==> config.mk <==
export PLATFORM = sky130hd
export DESIGN_NAME = framed_xor_packet_deframer_unit
export DESIGN_NICKNAME = d
export VERILOG_FILES = /design/src/hw/rtl/fxd_pkg.sv /design/src/hw/rtl/fxd_ram.sv /design/src/hw/rtl/fxd_ctrl.sv /design/src/hw/rtl/framed_xor_packet_deframer_unit.sv
export SDC_FILE = /design/constraint.sdc
export NUM_CORES = 1
export LEC_CHECK = 0
export BUFFER_PORTS_ARGS = -buffer_cell sky130_fd_sc_hd__clkbuf_2
export CAP_MARGIN = 20
export CORE_MARGIN = 1.5
export CORE_UTILIZATION = 46
export DETAILED_ROUTE_END_ITERATION = 12
export GPL_TIMING_DRIVEN = 1
export PLACE_DENSITY = 0.72
export REMOVE_ABC_BUFFERS = 1
export SLEW_MARGIN = 5
export SYNTH_ARGS = -nofsm -noshare
export SYNTH_HDL_FRONTEND = slang
export SYNTH_SLANG_ARGS = --single-unit
==> constraint.sdc <==
create_clock -name clk -period 19.5 [get_ports clk]
set_input_delay 0.975 -clock clk [delete_from_list [all_inputs] [get_ports clk]]
set_output_delay 0.975 -clock clk [all_outputs]
set_load 0.02 [all_outputs]
==> src/hw/rtl/fxd_pkg.sv <==
// Shared types and constants for the framed XOR packet deframer.
package fxd_pkg;

  // Frame layout: start, length, command, payload, xor, end.
  localparam int unsigned FRAME_OVH = 5;
  localparam int unsigned MIN_FILL  = 5;

  localparam int unsigned BYTE_W = 8;
  localparam int unsigned PL_W   = 6;

  // Configuration register indexes.
  localparam logic CFG_START_IDX = 1'b0;
  localparam logic CFG_END_IDX   = 1'b1;

  localparam logic [BYTE_W-1:0] START_RST = 8'h02;
  localparam logic [BYTE_W-1:0] END_RST   = 8'h03;

  typedef enum logic [1:0] {
    KIND_HDR  = 2'd0,
    KIND_DATA = 2'd1,
    KIND_ERR  = 2'd2
  } kind_t;

  typedef struct packed {
    kind_t             kind;
    logic [BYTE_W-1:0] command;
    logic [BYTE_W-1:0] data;
    logic [PL_W-1:0]   payload_length;
    logic              last;
  } item_t;

  typedef enum logic [3:0] {
    S_IDLE,
    S_CHECK,
    S_SCAN,
    S_LEN,
    S_END,
    S_CMD,
    S_XOR,
    S_HDR,
    S_PAY,
    S_ERR,
    S_DROP
  } state_t;

endpackage

==> src/hw/rtl/fxd_ram.sv <==
// Generic single-write, single-read RAM with registered read data.
module fxd_ram #(
  parameter int unsigned WIDTH = 8,
  parameter int unsigned DEPTH = 37
) (
  input  logic                     clk,
  input  logic                     we,
  input  logic [$clog2(DEPTH)-1:0] waddr,
  input  logic [WIDTH-1:0]         wdata,
  input  logic                     re,
  input  logic [$clog2(DEPTH)-1:0] raddr,
  output logic [WIDTH-1:0]         rdata
);

  logic [WIDTH-1:0] mem_r [DEPTH];
  logic [WIDTH-1:0] rdata_r;

  always_ff @(posedge clk) begin
    if (we) begin
      mem_r[waddr] <= wdata;
    end
    if (re) begin
      rdata_r <= mem_r[raddr];
    end
  end

  assign rdata = rdata_r;

endmodule

==> src/hw/rtl/fxd_ctrl.sv <==
// Sequencer that buffers bytes in a ring memory and parses frames out of it.
module fxd_ctrl #(
  parameter int unsigned MAX_PAYLOAD = 32
) (
  input  logic                       clk,
  input  logic                       rst_n,
  input  logic                       in_valid,
  input  logic [fxd_pkg::BYTE_W-1:0] in_rx_byte,
  output logic                       in_ready,
  input  logic [fxd_pkg::BYTE_W-1:0] start_byte,
  input  logic [fxd_pkg::BYTE_W-1:0] end_byte,
  input  logic                       slot_free,
  output logic                       emit_valid,
  output fxd_pkg::item_t             emit_item
);

  localparam int unsigned DEPTH = MAX_PAYLOAD + fxd_pkg::FRAME_OVH;
  localparam int unsigned PTR_W = $clog2(DEPTH);
  localparam int unsigned CNT_W = PTR_W + 1;

  fxd_pkg::state_t state_r, state_nxt;

  logic [PTR_W-1:0]          head_r, head_nxt;
  logic [CNT_W-1:0]          fill_r, fill_nxt;
  logic [CNT_W-1:0]          len_r, len_nxt;
  logic [CNT_W-1:0]          idx_r, idx_nxt;
  logic [fxd_pkg::BYTE_W-1:0] cmd_r, cmd_nxt;
  logic [fxd_pkg::BYTE_W-1:0] xor_r, xor_nxt;

  logic                       wr_en;
  logic [PTR_W-1:0]           wr_addr;
  logic                       rd_en;
  logic [CNT_W-1:0]           rd_off;
  logic [PTR_W-1:0]           rd_addr;
  logic [fxd_pkg::BYTE_W-1:0] rd_data;

  logic [CNT_W-1:0] total;
  logic [8:0]       total_len;
  logic             too_long;
  logic             too_short;

  // Ring address: base plus an offset below twice the depth, folded once.
  function automatic logic [PTR_W-1:0] wrap_add(input logic [PTR_W-1:0] base,
                                                input logic [CNT_W-1:0] off);
    logic [CNT_W:0] s;
    s = {2'b00, base} + {1'b0, off};
    if (s >= (CNT_W+1)'(DEPTH)) begin
      s = s - (CNT_W+1)'(DEPTH);
    end
    return s[PTR_W-1:0];
  endfunction

  assign rd_addr   = wrap_add(head_r, rd_off);
  assign total     = len_r + CNT_W'(fxd_pkg::FRAME_OVH);
  assign total_len = {1'b0, rd_data} + 9'(fxd_pkg::FRAME_OVH);
  assign too_long  = rd_data > fxd_pkg::BYTE_W'(MAX_PAYLOAD);
  assign too_short = 9'(fill_r) < total_len;
  assign in_ready  = (state_r == fxd_pkg::S_IDLE);

  fxd_ram #(
    .WIDTH(fxd_pkg::BYTE_W),
    .DEPTH(DEPTH)
  ) u_window (
    .clk  (clk),
    .we   (wr_en),
    .waddr(wr_addr),
    .wdata(in_rx_byte),
    .re   (rd_en),
    .raddr(rd_addr),
    .rdata(rd_data)
  );

  always_ff @(posedge clk) begin
    if (!rst_n) begin
      state_r <= fxd_pkg::S_IDLE;
      head_r  <= '0;
      fill_r  <= '0;
    end else begin
      state_r <= state_nxt;
      head_r  <= head_nxt;
      fill_r  <= fill_nxt;
    end
  end

  always_ff @(posedge clk) begin
    len_r <= len_nxt;
    idx_r <= idx_nxt;
    cmd_r <= cmd_nxt;
    xor_r <= xor_nxt;
  end

  always_comb begin
    state_nxt  = state_r;
    head_nxt   = head_r;
    fill_nxt   = fill_r;
    len_nxt    = len_r;
    idx_nxt    = idx_r;
    cmd_nxt    = cmd_r;
    xor_nxt    = xor_r;
    wr_en      = 1'b0;
    wr_addr    = head_r;
    rd_en      = 1'b0;
    rd_off     = '0;
    emit_valid = 1'b0;
    emit_item  = '{kind: fxd_pkg::KIND_HDR, command: cmd_r, data: '0,
                   payload_length: fxd_pkg::PL_W'(len_r), last: 1'b0};

    unique case (state_r)
      fxd_pkg::S_IDLE: begin
        if (in_valid) begin
          wr_en     = 1'b1;
          state_nxt = fxd_pkg::S_CHECK;
          if (fill_r == CNT_W'(DEPTH)) begin
            // A full ring loses its oldest byte; the new one takes its slot.
            wr_addr  = head_r;
            head_nxt = wrap_add(head_r, CNT_W'(1));
          end else begin
            wr_addr  = wrap_add(head_r, fill_r);
            fill_nxt = fill_r + CNT_W'(1);
          end
        end
      end

      fxd_pkg::S_CHECK: begin
        if (fill_r < CNT_W'(fxd_pkg::MIN_FILL)) begin
          state_nxt = fxd_pkg::S_IDLE;
        end else begin
          rd_en     = 1'b1;
          state_nxt = fxd_pkg::S_SCAN;
        end
      end

      fxd_pkg::S_SCAN: begin
        if (rd_data != start_byte) begin
          // Drop the byte and, if any bytes remain, look at the next one.
          head_nxt = wrap_add(head_r, CNT_W'(1));
          fill_nxt = fill_r - CNT_W'(1);
          if (fill_r == CNT_W'(1)) begin
            state_nxt = fxd_pkg::S_IDLE;
          end else begin
            rd_en  = 1'b1;
            rd_off = CNT_W'(1);
          end
        end else if (fill_r < CNT_W'(fxd_pkg::MIN_FILL)) begin
          state_nxt = fxd_pkg::S_IDLE;
        end else begin
          rd_en     = 1'b1;
          rd_off    = CNT_W'(1);
          state_nxt = fxd_pkg::S_LEN;
        end
      end

      fxd_pkg::S_LEN: begin
        if (too_long) begin
          head_nxt  = wrap_add(head_r, CNT_W'(1));
          fill_nxt  = fill_r - CNT_W'(1);
          state_nxt = fxd_pkg::S_CHECK;
        end else if (too_short) begin
          state_nxt = fxd_pkg::S_IDLE;
        end else begin
          len_nxt   = CNT_W'(rd_data);
          rd_en     = 1'b1;
          rd_off    = CNT_W'(rd_data) + CNT_W'(fxd_pkg::FRAME_OVH - 1);
          state_nxt = fxd_pkg::S_END;
        end
      end

      fxd_pkg::S_END: begin
        if (rd_data != end_byte) begin
          head_nxt  = wrap_add(head_r, CNT_W'(1));
          fill_nxt  = fill_r - CNT_W'(1);
          state_nxt = fxd_pkg::S_CHECK;
        end else begin
          rd_en     = 1'b1;
          rd_off    = CNT_W'(2);
          state_nxt = fxd_pkg::S_CMD;
        end
      end

      fxd_pkg::S_CMD: begin
        cmd_nxt   = rd_data;
        xor_nxt   = rd_data;
        idx_nxt   = '0;
        rd_en     = 1'b1;
        rd_off    = CNT_W'(3);
        state_nxt = fxd_pkg::S_XOR;
      end

      fxd_pkg::S_XOR: begin
        // rd_data holds the byte at offset three plus idx_r; at idx_r equal
        // to the length that byte is the transmitted checksum.
        if (idx_r == len_r) begin
          if (xor_r == rd_data) begin
            state_nxt = fxd_pkg::S_HDR;
          end else begin
            state_nxt = fxd_pkg::S_ERR;
          end
        end else begin
          xor_nxt = xor_r ^ rd_data;
          idx_nxt = idx_r + CNT_W'(1);
          rd_en   = 1'b1;
          rd_off  = idx_r + CNT_W'(4);
        end
      end

      fxd_pkg::S_HDR: begin
        if (slot_free) begin
          emit_valid     = 1'b1;
          emit_item.last = (len_r == '0);
          if (len_r == '0) begin
            state_nxt = fxd_pkg::S_DROP;
          end else begin
            idx_nxt   = '0;
            rd_en     = 1'b1;
            rd_off    = CNT_W'(3);
            state_nxt = fxd_pkg::S_PAY;
          end
        end
      end

      fxd_pkg::S_PAY: begin
        if (slot_free) begin
          emit_valid     = 1'b1;
          emit_item.kind = fxd_pkg::KIND_DATA;
          emit_item.data = rd_data;
          emit_item.last = (idx_r + CNT_W'(1) == len_r);
          if (idx_r + CNT_W'(1) == len_r) begin
            state_nxt = fxd_pkg::S_DROP;
          end else begin
            idx_nxt = idx_r + CNT_W'(1);
            rd_en   = 1'b1;
            rd_off  = idx_r + CNT_W'(4);
          end
        end
      end

      fxd_pkg::S_ERR: begin
        if (slot_free) begin
          emit_valid     = 1'b1;
          emit_item.kind = fxd_pkg::KIND_ERR;
          emit_item.last = 1'b1;
          state_nxt      = fxd_pkg::S_DROP;
        end
      end

      fxd_pkg::S_DROP: begin
        head_nxt  = wrap_add(head_r, total);
        fill_nxt  = fill_r - total;
        state_nxt = fxd_pkg::S_CHECK;
      end

      default: begin
        state_nxt = fxd_pkg::S_IDLE;
      end
    endcase
  end

  a_fill_bound: assert property (@(posedge clk) disable iff (!rst_n)
    fill_r <= CNT_W'(DEPTH))
    else $error("buffer fill count beyond ring depth");

  a_emit_slot: assert property (@(posedge clk) disable iff (!rst_n)
    emit_valid |-> slot_free)
    else $error("item emitted while output register is occupied");

  a_accept_fill: assert property (@(posedge clk) disable iff (!rst_n)
    (in_valid && in_ready) |=>
      (fill_r == $past(fill_r) + CNT_W'(1)) || ($past(fill_r) == CNT_W'(DEPTH)))
    else $error("accepted byte not counted in the buffer");

  a_last_drop: assert property (@(posedge clk) disable iff (!rst_n)
    (emit_valid && emit_item.last) |=> state_r == fxd_pkg::S_DROP)
    else $error("frame's last item not followed by its removal");

endmodule

==> src/hw/rtl/framed_xor_packet_deframer_unit.sv <==
// Top level of the framed XOR packet deframer: registers, output stage, sequencer.
//
// Bytes enter one transfer at a time, only while the sequencer is idle, and
// are kept in a ring memory of MAX_PAYLOAD+5 entries with a single read
// port; the sequencer walks that memory one byte per cycle, except while it
// waits on out_ready for the output register. Buffered bytes are dropped
// one at a time while hunting for a start byte or recovering from a bad
// length or end byte. A result sits in a single output register, so the
// next frame's work goes on while it waits. The window memory is not
// cleared after reset; only bytes that have been received are ever read.
module framed_xor_packet_deframer_unit #(
  parameter int unsigned MAX_PAYLOAD = 32
) (
  input  logic                       clk,
  input  logic                       rst_n,
  input  logic                       in_valid,
  output logic                       in_ready,
  input  logic [fxd_pkg::BYTE_W-1:0] in_rx_byte,
  output logic                       out_valid,
  input  logic                       out_ready,
  output logic [1:0]                 out_kind,
  output logic [fxd_pkg::BYTE_W-1:0] out_command,
  output logic [fxd_pkg::BYTE_W-1:0] out_data,
  output logic [fxd_pkg::PL_W-1:0]   out_payload_length,
  output logic                       out_last,
  input  logic                       cfg_we,
  input  logic                       cfg_index,
  input  logic [fxd_pkg::BYTE_W-1:0] cfg_wdata
);

  logic [fxd_pkg::BYTE_W-1:0] start_byte_r;
  logic [fxd_pkg::BYTE_W-1:0] end_byte_r;
  logic                       out_valid_r, out_valid_nxt;
  fxd_pkg::item_t             out_item_r;
  logic                       slot_free;
  logic                       emit_valid;
  fxd_pkg::item_t             emit_item;

  always_ff @(posedge clk) begin
    if (!rst_n) begin
      start_byte_r <= fxd_pkg::START_RST;
      end_byte_r   <= fxd_pkg::END_RST;
    end else if (cfg_we) begin
      unique case (cfg_index)
        fxd_pkg::CFG_START_IDX: start_byte_r <= cfg_wdata;
        fxd_pkg::CFG_END_IDX:   end_byte_r   <= cfg_wdata;
        default: ;
      endcase
    end
  end

  // The output register is free when empty or when its transfer completes now.
  assign slot_free = !out_valid_r || out_ready;

  always_comb begin
    out_valid_nxt = out_valid_r;
    if (emit_valid) begin
      out_valid_nxt = 1'b1;
    end else if (out_ready) begin
      out_valid_nxt = 1'b0;
    end
  end

  always_ff @(posedge clk) begin
    if (!rst_n) begin
      out_valid_r <= 1'b0;
    end else begin
      out_valid_r <= out_valid_nxt;
    end
  end

  always_ff @(posedge clk) begin
    if (emit_valid) begin
      out_item_r <= emit_item;
    end
  end

  fxd_ctrl #(
    .MAX_PAYLOAD(MAX_PAYLOAD)
  ) u_ctrl (
    .clk       (clk),
    .rst_n     (rst_n),
    .in_valid  (in_valid),
    .in_rx_byte(in_rx_byte),
    .in_ready  (in_ready),
    .start_byte(start_byte_r),
    .end_byte  (end_byte_r),
    .slot_free (slot_free),
    .emit_valid(emit_valid),
    .emit_item (emit_item)
  );

  assign out_valid          = out_valid_r;
  assign out_kind           = out_item_r.kind;
  assign out_command        = out_item_r.command;
  assign out_data           = out_item_r.data;
  assign out_payload_length = out_item_r.payload_length;
  assign out_last           = out_item_r.last;

endmodule

* Word level (Yosys, flattened, before mapping) *
Memory sizes are Yosys's and may differ from the RTL's. A register that Yosys moved wholly into a read port is not among the register bits.
Index checks and enable logic that the tools add are counted.

storage, ports and cells
  output and inout port bits = 27
  input bits = 22
  memory bits (writable) = 296
  memories kept = 1
  bits in registers = 89
  word-level logic and storage cells = 174
  memory bits (read-only) = 0
  bits in latches = 0

memory list
  name                   depth  bits a word  read ports  clocked after Yosys merged registers in  write ports  RTL line       RTL
  u_ctrl.u_window.mem_r  37     8            1           1                                        1            fxd_ram.sv:15  logic [WIDTH-1:0] mem_r [DEPTH];

cells by class
  shift operators = 0
  $lt $le $gt $ge = 7
  add/subtract/negate cells = 16
  $mul = 0
  reduce and logical (&&, ||, !) cells = 18
  bitwise gates (word level) = 4
  equality and inequality tests = 32
  mux-type cells = 81
  div/mod/pow operators = 0

operator list
  operator             number
  $mux 7               17
  $mux 6               12
  $pmux 7 s7           1
  $pmux 4 s11          1
  $mux 4               10
  $pmux 7 s5           1
  $pmux 6 s5           1
  $pmux 7 s4           1
  $add 6x7->8          3
  $ge 8x6->1 const B   3
  $mux 1               24
  $sub 6x6->6 const B  4
  $add 7x3->7 const B  3
  $reduce_and 6->1     3
  $eq 4x3->1 const B   4
  $ne 2x2->1 const B   8
  $ne 8x8->1           2
  $pmux 8 s2           1
  $add 7x1->7 const B  2
  $eq 7x7->1           2
  $eq 4x4->1 const B   3
  $mux 2               6
  $ne 2x1->1 const B   6
  $add 8x3->9 const B  1
  31 further kinds     39

* Depth between registers and ports, before layout *
Gate-level depths: netlist (run 1).

  depth in word-level cells = 8
  depth in mapped cells = 33
  gate-level depth less buffers = 27

* By module *
From an unflattened synthesis (run 1), not the netlist that was laid out.

unflattened totals
  cells, all modules = 1420
  area total of the unflattened synthesis = 19055.8 um^2

by module, submodules not included
  module                           sequential area each (um^2)  area an instance (um^2)  instances  cells each
  fxd_ram                          9128.8                       12099.1                  1          653
  fxd_ctrl                         1241.2                       5529.1                   1          673
  framed_xor_packet_deframer_unit  1091.0                       1427.6                   1          94

* Worst setup path after synthesis (run 1) *
Ideal clock, no wire load.

  path type = register -> register
  start point = register u_ctrl.u_window.rdata_r[0], in the netlist u_ctrl.u_window.rdata[0], read port of u_ctrl.u_window.mem_r
  end point = register u_ctrl.u_window.rdata_r[1], in the netlist u_ctrl.u_window.rdata[1], read port of u_ctrl.u_window.mem_r (data pin)
  period minus slack after synthesis = 6.649 ns
  setup slack = 12.851 ns
  buffers on the path = 6
  cell stages (with the launch flop) = 33
  data arrival time = 6.388 ns
  setup time = 0.261 ns
  required time = 19.239 ns
  path through = edfxtp_1 -> clkbuf_1 -> inv_1 -> ha_1 -> inv_1 -> ha_1 -> o21a_1 -> o21a_1 -> o21ai_0 -> nand2b_1 -> a21oi_1 -> nor2b_1 -> o21ai_0 -> a21oi_1 -> a221o_1 -> ha_1 -> clkbuf_1 -> inv_1 -> clkbuf_1 -> clkbuf_1 -> ha_1 -> nand2b_1 -> a21o_1 -> o32ai_1 -> nand2_1 -> nor3_1 -> or2_1 -> buf_6 -> buf_6 -> mux4_2 -> nand2_1 -> nand3_1 -> o311a_1

between the ends
  word-level cells in the longest chain between the ends = 8
  elaborated cells between the ends (all ways) = 20
  classes of those cells = add/sub: 4; order compare: 3; eq/ne: 2; mux: 11

RTL lines
  what                                              RTL line                        RTL
  from (decl)                                       fxd_ram.sv:16                   logic [WIDTH-1:0] rdata_r;
  $add 8x3->9                                       fxd_ctrl.sv:55                  assign total_len = {1'b0, rd_data} + 9'(fxd_pkg::FRAME_OVH);
  $lt 7x9->1                                        fxd_ctrl.sv:57                  assign too_short = 9'(fill_r) < total_len;
  $mux 7                                            fxd_ctrl.sv:158                 end else if (too_short) begin
  $mux 7                                            fxd_ctrl.sv:154                 if (too_long) begin
  $pmux 7 s7                                        fxd_ctrl.sv:108                 unique case (state_r)
  $add 6x7->8                                       fxd_ctrl.sv:46                  s = {2'b00, base} + {1'b0, off};
  $ge 8x6->1 / $sub 6x6->6 (equally long branches)  fxd_ctrl.sv:47, fxd_ctrl.sv:48
  $mux 6                                            fxd_ctrl.sv:47                  if (s >= (CNT_W+1)'(DEPTH)) begin

Parallel ways exist; a longest one is shown, timed or not.
A chain may end at the register's enable or synchronous reset.

* Final worst setup path (run 1) *
  start point = register u_ctrl.u_window.rdata_r[1], in the netlist u_ctrl.u_window.rdata[1], read port of u_ctrl.u_window.mem_r
  end point = register u_ctrl.u_window.rdata_r[0], in the netlist u_ctrl.u_window.rdata[0], read port of u_ctrl.u_window.mem_r (data pin)

The elaborated chain is that of the path after synthesis.

==> results of run 1 <==
-- final timing paths --
| check | to | slack (ns) | depth (start not counted) |
|---|---|---|---|
| max | u_ctrl.u_window.rdata[0] | 11.46 | 27 |
| min | out_command[7] | 0.42 | 0 |
| max reg2reg | u_ctrl.u_window.rdata[0] | 11.46 | 27 |
| min reg2reg | out_command[7] | 0.42 | 0 |
-- cell type report --
cell class	count	share of cell area
Antenna cell	1	0.0001127
Clock buffer	56	0.05159
Clock inverter	24	0.01250
Inverter	39	0.006590
Multi-Input combinational cell	1100	0.3631
Sequential cell	393	0.5159
Tap cell	585	0.03295
Timing Repair Buffer	65	0.01718
-- critical path: cells and delay by family, from the launching register on --
kind,cells,cell delay (ns)
simple gates,8,2.18
compound gates,11,2.15
fa+ha+maj,4,1.59
buf+inv,4,1.14
flops,1,0.66
-- cells in the mapped netlist (all sizes together), types with 4 or more instances --
| cell | number |
|---|---|
| a22o | 4 |
| inv | 38 |
| or3 | 5 |
| a31oi | 25 |
| a21o | 13 |
| a21oi | 70 |
| a221oi | 5 |
| o22ai | 19 |
| xor2 | 29 |
| and3 | 14 |
| nand3b | 4 |
| nor2b | 9 |
| o21a | 6 |
| a22oi | 32 |
| a311oi | 5 |
| mux2 | 8 |
| nand4 | 10 |
| a32oi | 8 |
| o221ai | 25 |
| o211ai | 7 |
| o21bai | 5 |
| nand2 | 176 |
| buf | 29 |
| o21ai | 52 |
| nor2 | 135 |
| edfxtp | 359 |
| mux4 | 32 |
| dfxtp | 34 |
| o311a | 7 |
| nand3 | 43 |
| a211oi | 8 |
| and2 | 7 |
| a211o | 7 |
| nor3 | 20 |
| o221a | 5 |
| or2 | 6 |
| mux2i | 118 |
| nand2b | 14 |
| o2111ai | 9 |
| clkbuf | 62 |
| fa | 4 |
| ha | 49 |
| xnor2 | 70 |
-- flip-flops by register name (all words and copies together), names as in the netlist, 2 cells and up --
register / count
out_payload_length: 6
u_ctrl.len_r: 7
u_ctrl.u_window.rdata: 8
u_ctrl.head_r: 6
u_ctrl.u_window.mem_r: 296
start_byte_r: 8
u_ctrl.idx_r: 7
u_ctrl.xor_r: 8
end_byte_r: 8
u_ctrl.state_r: 4
out_kind: 2
out_command: 8
u_ctrl.fill_r: 7
out_data: 8
u_ctrl.cmd_r: 8
-- where the power goes --
part	switching, mW	internal, mW	total (mW)	leakage (nW)
registers	0.106	1.02	1.13	3.52
logic	1.36	0.898	2.25	3.62
clock network	0.335	0.495	0.830	0.693
-- cell families after synthesis --
family / synth area share
flip-flops: 0.5721
adder cells (fa/ha/maj): 0.03460
AND/OR/NAND/NOR: 0.1031
AO/OA/AOI/OAI: 0.1190
buffers and inverters: 0.02679
XOR/XNOR: 0.04478
multiplexers: 0.09961
-- per-layer routing --
metal / vias to the layer above / share of wire / wire length, um / global-route usage
li1: 6208 / - / - / -
met1: 6669 / 0.41 / 20540 / 0.2990
met2: 572 / 0.47 / 23540 / 0.3681
met3: 112 / 0.077 / 3814 / 0.03560
met4: 0 / 0.037 / 1817 / 0.09187
met5: - / 0 / 0 / 0
==> flow_metrics.py, run 1 <==
metrics = {
    "detailed_routing": {
        "route.detailed.wl_per_inst_um": 21.97,
        "drt-initial-drc-count": 1355,
        "vias_per_cell": 5.992,
        "ant_nets": 0,
        "vias": 13561,
        "drc": 0,
        "dr.pass1.iters": 5,
        "drt-total-wl_um": 49720,
    },
    "setup_path": {
        "startpoint_type": "register",
        "worstSetupPathType": "reg -> reg",
        "cpMaxStageDelayCell": "inv_1",
        "cp.arrival_ns": 8.35,
        "endpoint_kind": "register",
        "crit_required_ns": 19.81,
        "r2r-start": "u_ctrl.u_window.rdata[1]",
        "slowest_delay_ns": 0.76,
        "startpoint": "u_ctrl.u_window.rdata[1]",
        "crit_fanout": 51,
    },
    "synthesis": {
        "yosysWarningCount": 0,
        "synthArstFlopShare": 0,
        "synth_edf_count": 359,
        "synth.lib_cells_used.distinct": 89,
        "synth.top_cell.area_share": 0.5381,
        "synth_top_flop_cell": "edfxtp_1",
        "synth.avg_cell_area_sq_um": 12.34,
        "seq_area_frac_synth": 0.5721,
        "syn-instance-count": 1623,
        "synth_seq_cells": 393,
        "syn_area_sq_um": 20030,
        "synth_top_area_cell": "edfxtp_1",
        "ys_top_cells_by_area": "edfxtp_1 54%, mux2i_1 5.8%, mux4_2 3.6%, dfxtp_1 3.4%, nand2_1 3.3%",
    },
    "die": {
        "die_h_um": 211.7,
        "core.rowCount": 76,
        "core_sq_um": 42980,
        "io_pins": 49,
        "start_util": 0.4661,
        "die_w_um": 211.7,
        "die-area_sq_um": 44810,
    },
    "sta": {
        "fin_tns_setup_ns": 0,
        "slew_headroom": 0.2708,
        "fin_crit_ns": 8.042,
        "hold_ws_ns": 0.4187,
        "finClkSkew_ns": 0.01922,
        "slew_viol_final": 0,
        "hold_viol": 0,
        "max_freq_mhz": 124.3,
        "worstMarginPinSlew_ns": 1.094,
        "grt_setup_unrepaired": "no",
        "setup_violations": 0,
        "fin_crit_sh": 0.4124,
        "setup_slack_ns": 11.46,
    },
    "cts": {
        "clock_latency_ns": 0.58,
        "clockBufferDepth": 3,
        "cts_tree": "yes",
        "cts_htree_levels": 2,
        "ctsHoldBuffers": 0,
        "cts-buffers-inserted": 43,
        "ctsResizeCount": 0,
        "clk_pin_slew_ns": 0.06,
        "post_cts_buffers": 0,
        "root_buffer": "clkbuf_16",
        "clock_sinks": 393,
    },
    "layout": {
        "multi_input_area_sq_um": 8066,
        "stdcell_count": 2263,
        "drive_above_1_share": 0.1240,
        "layout_common_cells": "359 x edfxtp_1, 175 x nand2_1, 131 x nor2_1",
        "layout.nets": 1717,
        "fillCellCount": 3677,
        "fin_util": 0.5168,
        "final_common_cell": "edfxtp_1",
        "regArea_sq_um": 11460,
        "final_cell_area_sq_um": 22210,
        "area_delta_synth_final_pct": 10.88,
    },
    "global_routing": {
        "grt_max_degree": 70,
        "grt-ovfl-total": 0,
        "grt_pass1_wl_um": 76500,
        "grtUsageTotal": 0.2247,
        "grt_antenna_before_repair": 0,
        "grt_pass1_vias": 13219,
    },
    "power_and_ir_drop": {
        "fin_total_pwr_mw": 4.215,
        "pwr_density_cell_nw_per_um2": 189.7,
        "irDropWorstVdd_mv": 0.1751,
        "p_leak_nw": 7.837,
    },
    "job": {
        "drv_cap": 0,
    },
    "placement": {
        "place_inst": 2180,
        "gp_congestion": 0.9302,
        "dpl_cell_area_sq_um": 20760,
        "io_buffers": 48,
        "hpwl_um": 32690,
        "place_ws_ns": 11.52,
    },
    "outcome": {
        "outcome": "finished clean",
    },
    "hold_path": {
        "min_from": "u_ctrl.cmd_r[7]",
        "min_path_type": "reg -> reg",
    },
}
No activity file was read; power rests on OpenSTA's default activity.
==> inputs of run 2 (changes only) <==
clock period = 7.9 ns   (was 19.5 ns; I/O delays follow)
==> run 2 against run 1 <==
  * Core utilization barely moved
  * Worst hold slack got worse by 0.35 ns
  * Cell area barely moved
  * Critical endpoint unchanged
  * Clock power rose by 140%
  * Largest power group unchanged
==> flow_metrics.py, run 2 (synthesis gave the netlist of run 1 again) <==
metrics = {
    "outcome": {
        "outcome": "finished clean",
    },
    "die": {
        "io_pins": 49,
        "die_h_um": 211.7,
        "core_sq_um": 42980,
        "die_w_um": 211.7,
        "die-area_sq_um": 44810,
        "start_util": 0.4661,
        "core.rowCount": 76,
    },
    "power_and_ir_drop": {
        "swShare": 0.4330,
        "pwr-share-comb": 0.543,
        "p_clk_frac": 0.191,
        "fin_total_pwr_mw": 10.46,
        "internal-power_mw": 5.932,
        "p_leak_nw": 7.859,
        "switchingPower_mw": 4.530,
        "pwr-share-seq": 0.266,
        "pwr_density_cell_nw_per_um2": 470.7,
        "irDropWorstVdd_mv": 0.4208,
    },
    "cts": {
        "cts_htree_levels": 2,
        "clk_pin_slew_ns": 0.06,
        "cts_tree": "yes",
        "clock_latency_ns": 0.58,
        "clock_sinks": 393,
        "ctsResizeCount": 0,
        "clockBufferDepth": 3,
        "cts-buffers-inserted": 42,
        "post_cts_buffers": 0,
        "ctsHoldBuffers": 0,
        "root_buffer": "clkbuf_16",
    },
    "placement": {
        "place_inst": 2189,
        "dpl_cell_area_sq_um": 20830,
        "io_buffers": 48,
        "gp_congestion": 0.8816,
        "hpwl_um": 33090,
    },
    "sta": {
        "worstMarginPinSlew_ns": 1.065,
        "max_freq_mhz": 139.9,
        "fin_tns_setup_ns": 0,
        "slew_viol_final": 0,
        "fin_crit_sh": 0.9050,
        "grt_setup_unrepaired": "no",
        "fin_crit_ns": 7.150,
        "hold_viol": 0,
        "slew_headroom": 0.2901,
        "finClkSkew_ns": 0.02212,
        "setup_violations": 0,
    },
    "layout": {
        "final_cell_area_sq_um": 22220,
        "top_register": "u_ctrl.u_window.mem_r",
        "final_common_cell": "edfxtp_1",
        "largest_register_ffs": 296,
        "stdcell_count": 2266,
        "fillCellCount": 3664,
        "antenna_cells": 0,
        "layout.nets": 1724,
        "area_delta_synth_final_pct": 10.93,
        "layout_common_cells": "359 x edfxtp_1, 175 x nand2_1, 131 x nor2_1",
        "drive_above_1_share": 0.1309,
    },
    "detailed_routing": {
        "ant_nets": 0,
        "vias_per_cell": 6.019,
        "wl_met3_um": 3329,
        "drt-total-wl_um": 49560,
        "top_layer_used": "met4",
        "dr.pass1.iters": 6,
        "route.detailed.wl_per_inst_um": 21.87,
        "drt-initial-drc-count": 1310,
        "drc": 0,
        "wl_met2_um": 23450,
        "vias": 13640,
        "wl_met1_um": 20960,
    },
    "setup_path": {
        "worstSetupPathType": "reg -> reg",
        "crit_fanout": 42,
        "cp.arrival_ns": 7.46,
        "startpoint_type": "register",
        "cpMaxStageDelayCell": "or2_2",
        "crit_required_ns": 8.21,
        "slowest_delay_ns": 0.88,
        "endpoint_kind": "register",
    },
    "global_routing": {
        "grt_pass1_wl_um": 76170,
        "grt_max_degree": 68,
        "grt-ovfl-total": 0,
        "grtUsageTotal": 0.2236,
        "grt_pass1_vias": 13307,
        "grt_antenna_before_repair": 0,
    },
    "hold_path": {
        "min_path_type": "in -> reg",
    },
    "job": {
        "drv_cap": 0,
    },
}
## run 2: cell count changes in the layout (fill, tap and decap cells not counted), moves of 2 or more
cell and change:
clkinv_1 -2, clkbuf_1 -6, buf_4 +9, clkinv_2 +3
## run 2: through the flow
stage	util	hold WS (ns)	setup slack, ns
after global routing	0.5171	0.07207	0.2117
after CTS	0.5168	0.03900	0.7932
final	0.5171	0.06497	0.7505
after floorplan	-	0.4003	-2.877
after global placement	0.4842	0.4027	0.9783
after detailed placement	0.4846	0.4045	0.8886
## run 2: final timing paths
check / start / to / slack (ns) / cells after the start
max: u_ctrl.u_window.rdata[0] / u_ctrl.u_window.rdata[0] / 0.75 / 28
min reg2reg: u_ctrl.cmd_r[4] / out_command[4] / 0.42 / 0
min: cfg_wdata[3] / start_byte_r[3] / 0.06 / 3
max reg2reg: u_ctrl.u_window.rdata[0] / u_ctrl.u_window.rdata[0] / 0.75 / 28
## run 2: critical path, delay by kind of cell (launching register included)
kind	cells	cell delay [ns]
compound gates	10	1.87
fa+ha+maj	5	1.43
buf+inv	4	0.44
flops	1	0.65
mux	1	0.60
simple gates	8	1.87
## run 2: area by class of cell
class | instances | area (sq um) | area share
Timing Repair Buffer | 73 | 435.4 | 0.01959
Multi-Input combinational cell | 1100 | 8066 | 0.3630
Clock buffer | 49 | 1099 | 0.04943
Tap cell | 585 | 732.0 | 0.03294
Clock inverter | 27 | 284.0 | 0.01278
Inverter | 39 | 146.4 | 0.006587
Sequential cell | 393 | 11460 | 0.5157
## run 2: metal layers
metal | vias to the layer above | GRT usage
met3 | 116 | 0.03175
met1 | 6740 | 0.2973
met2 | 569 | 0.3706
li1 | 6215 | -
met4 | 0 | 0.08867
met5 | - | 0
## run 2: power groups by stage
stage | Combinational, mW | Clock, mW | Sequential, mW
after floorplan | 4.15 | 0 | 2.75
after global placement | 5.48 | 0 | 2.81
after detailed placement | 5.59 | 0 | 2.82
after CTS | 5.61 | 2.03 | 2.78
after global routing | 6.12 | 2.11 | 2.80
final | 5.69 | 2.00 | 2.78
==> inputs of run 3 (changes only) <==
ABC_AREA = 1   (was default)
clock period = 6.9 ns   (was 7.9 ns; I/O delays follow)
==> run 3 against run 2 <==
  * Worst setup slack worse by 0.26 ns
  * Clock power is 14% higher
  * Clock-buffer cell count is 3 lower
  * Core utilization is 0.28 points higher
  * Sequential share of layout area is 0.64 points higher
  * Critical path type unchanged
  * Highest routed layer unchanged
==> flow_metrics.py, run 3 <==
metrics = {
    "detailed_routing": {
        "route.detailed.wl_per_inst_um": 18.10,
        "vias_per_cell": 5.413,
        "vias": 14647,
        "drt-total-wl_um": 48970,
        "drt-initial-drc-count": 1501,
        "ant_nets": 0,
        "dr.pass1.iters": 5,
        "drc": 0,
    },
    "synthesis": {
        "synth_edf_count": 359,
        "synth_common_cells": "441 x nand2_1, 359 x edfxtp_1, 358 x inv_1, 287 x nand3_1, 159 x nor2_1",
        "synth.top_cell.area_share": 0.5449,
        "synth_fa_ha_area_frac": 0.03503,
        "syn_area_sq_um": 19790,
        "seq_area_frac_synth": 0.5793,
        "synth_xor_area_frac": 0.03048,
        "synth_top_flop_cell": "edfxtp_1",
        "muxShareOfSynthArea": 0.0005059,
        "yosys.cell_count.top_type": "nand2_1",
        "ys_top_cells_by_area": "edfxtp_1 54%, nand2_1 8.4%, nand3_1 7.3%, inv_1 6.8%, dfxtp_1 3.4%",
        "synth.lib_cells_used.distinct": 55,
        "yosysWarningCount": 0,
        "synth_compound_area_frac": 0.05742,
        "syn-instance-count": 2094,
        "synth.avg_cell_area_sq_um": 9.449,
        "synthArstFlopShare": 0,
        "synth_seq_cells": 393,
        "synth_top_area_cell": "edfxtp_1",
        "synth_top_family_by_area": "simple AND/OR/NAND/NOR gates",
        "synth-simple-area-share": 0.2093,
    },
    "die": {
        "core.rowCount": 75,
        "die_h_um": 210.4,
        "die_w_um": 210.4,
        "core_sq_um": 42230,
        "start_util": 0.4685,
        "die-area_sq_um": 44260,
        "io_pins": 49,
    },
    "power_and_ir_drop": {
        "irDropWorstVdd_mv": 0.2863,
        "p_leak_nw": 9.325,
        "pwr_density_cell_nw_per_um2": 397.6,
    },
    "layout": {
        "fin_util": 0.5199,
        "area_delta_synth_final_pct": 10.95,
        "top_register": "u_ctrl.u_window.mem_r",
        "layout_common_cells": "440 x nand2_1, 359 x edfxtp_1, 358 x inv_1",
        "antenna_cells": 0,
        "final_cell_area_sq_um": 21950,
        "largest_register_ffs": 296,
        "final_common_cell": "nand2_1",
        "drive_above_1_share": 0.07937,
        "layout.nets": 2209,
    },
    "sta": {
        "hold_ws_ns": 0.04393,
        "worstMarginPinSlew_ns": 1.084,
        "finClkSkew_ns": 0.02281,
        "fin_crit_sh": 0.9292,
        "fin_crit_ns": 6.412,
        "hold_viol": 0,
        "max_freq_mhz": 156.0,
        "setup_violations": 0,
        "slew_headroom": 0.2744,
        "slew_viol_final": 0,
    },
    "global_routing": {
        "grt-ovfl-total": 0,
        "grt_pass1_vias": 14360,
        "grt_max_degree": 81,
        "grtUsageTotal": 0.2230,
        "grt_pass1_wl_um": 77090,
        "grt_antenna_before_repair": 0,
    },
    "setup_path": {
        "worstSetupPathType": "reg -> reg",
        "cpMaxStageDelayCell": "edfxtp_1",
        "startpoint_type": "register",
        "crit_fanout": 80,
        "crit_top_cell": "nand3_1",
        "crit_required_ns": 7.20,
        "endpoint_kind": "register",
        "slowest_delay_ns": 0.66,
        "cp.arrival_ns": 6.71,
    },
    "placement": {
        "hpwl_um": 31660,
        "io_buffers": 48,
        "dpl_cell_area_sq_um": 20480,
        "gp_congestion": 0.9234,
    },
    "job": {
        "drv_cap": 0,
    },
    "cts": {
        "cts_htree_levels": 2,
        "clock_latency_ns": 0.56,
        "root_buffer": "clkbuf_16",
        "cts-buffers-inserted": 41,
        "clock_sinks": 393,
        "clockBufferDepth": 3,
        "cts_tree": "yes",
        "clk_pin_slew_ns": 0.06,
    },
    "outcome": {
        "outcome": "finished clean",
    },
    "hold_path": {
        "min_path_type": "in -> reg",
    },
}
## run 3: per-stage QoR
step	setup slack, ns	instances	TNS, ns	power (mW)
6_report	0.4882	2706	0	8.728
5_1_grt	-0.02022	2706	-0.02765	9.240
4_1_cts	0.1520	2702	0	8.679
3_5_place_dp	0.1851	2626	0	6.385
3_3_place_gp	0.4078	2626	0	6.308
2_1_floorplan	0.7250	2023	0	5.301
## run 3: layout make-up
type | count | area (sq um)
well taps | 539 | 674.4
multi-input cells | 1266 | 6620
clock inverters | 30 | 306.5
repair buffers | 68 | 422.9
fillers | 3716 | 20280
inverters | 364 | 1371
flip-flops and latches | 393 | 11460
clock buffers | 46 | 1096
## run 3: per-layer routing
| layer | share of wire | GRT usage | vias up |
|---|---|---|---|
| li1 | - | - | 7012 |
| met2 | 0.48 | 0.3741 | 582 |
| met3 | 0.073 | 0.03546 | 104 |
| met5 | 0 | 0 | - |
| met4 | 0.033 | 0.08325 | 0 |
| met1 | 0.42 | 0.2926 | 6949 |
## run 3: logic make-up after synthesis
kind of cell	after synthesis
AO/OA/AOI/OAI	192
XOR/XNOR	65
adder cells (fa/ha/maj)	53
buffers and inverters	435
flip-flops	393
multiplexers	1
AND/OR/NAND/NOR	955
## run 3: what timing repair did
action | in CTS | in global routing
hold buffers | 0 | 0
endpoints found under the setup margin | 0 | 8
gates resized for setup | 0 | 9
setup buffers | 0 | 2
## run 3: critical path: cells and delay by family, from the launching register on
family / cells / cell delay [ns]
and+or+nand+nor: 17 / 2.18
adders and majority gates: 5 / 1.74
AOI/OAI and AO/OA: 4 / 0.95
DFF: 1 / 0.66
buffers and inverters: 3 / 0.43
xor gates and xnor gates: 1 / 0.14
## run 3: final timing paths
check | from | endpoint | slack (ns) | cells past startpoint
min reg2reg | u_ctrl.cmd_r[3] | out_command[3] | 0.42 | 0
max reg2reg | u_ctrl.u_window.rdata[3] | u_ctrl.u_window.rdata[0] | 0.49 | 30
max | u_ctrl.u_window.rdata[3] | u_ctrl.u_window.rdata[0] | 0.49 | 30
min | cfg_wdata[5] | start_byte_r[5] | 0.04 | 3
## run 3: where the power goes
group / switching (mW) / total, mW / internal, mW
Sequential: 0.188 / 3.02 / 2.83
Combinational: 2.35 / 3.42 / 1.07
Clock: 0.948 / 2.29 / 1.34
Total: 3.49 / 8.73 / 5.24
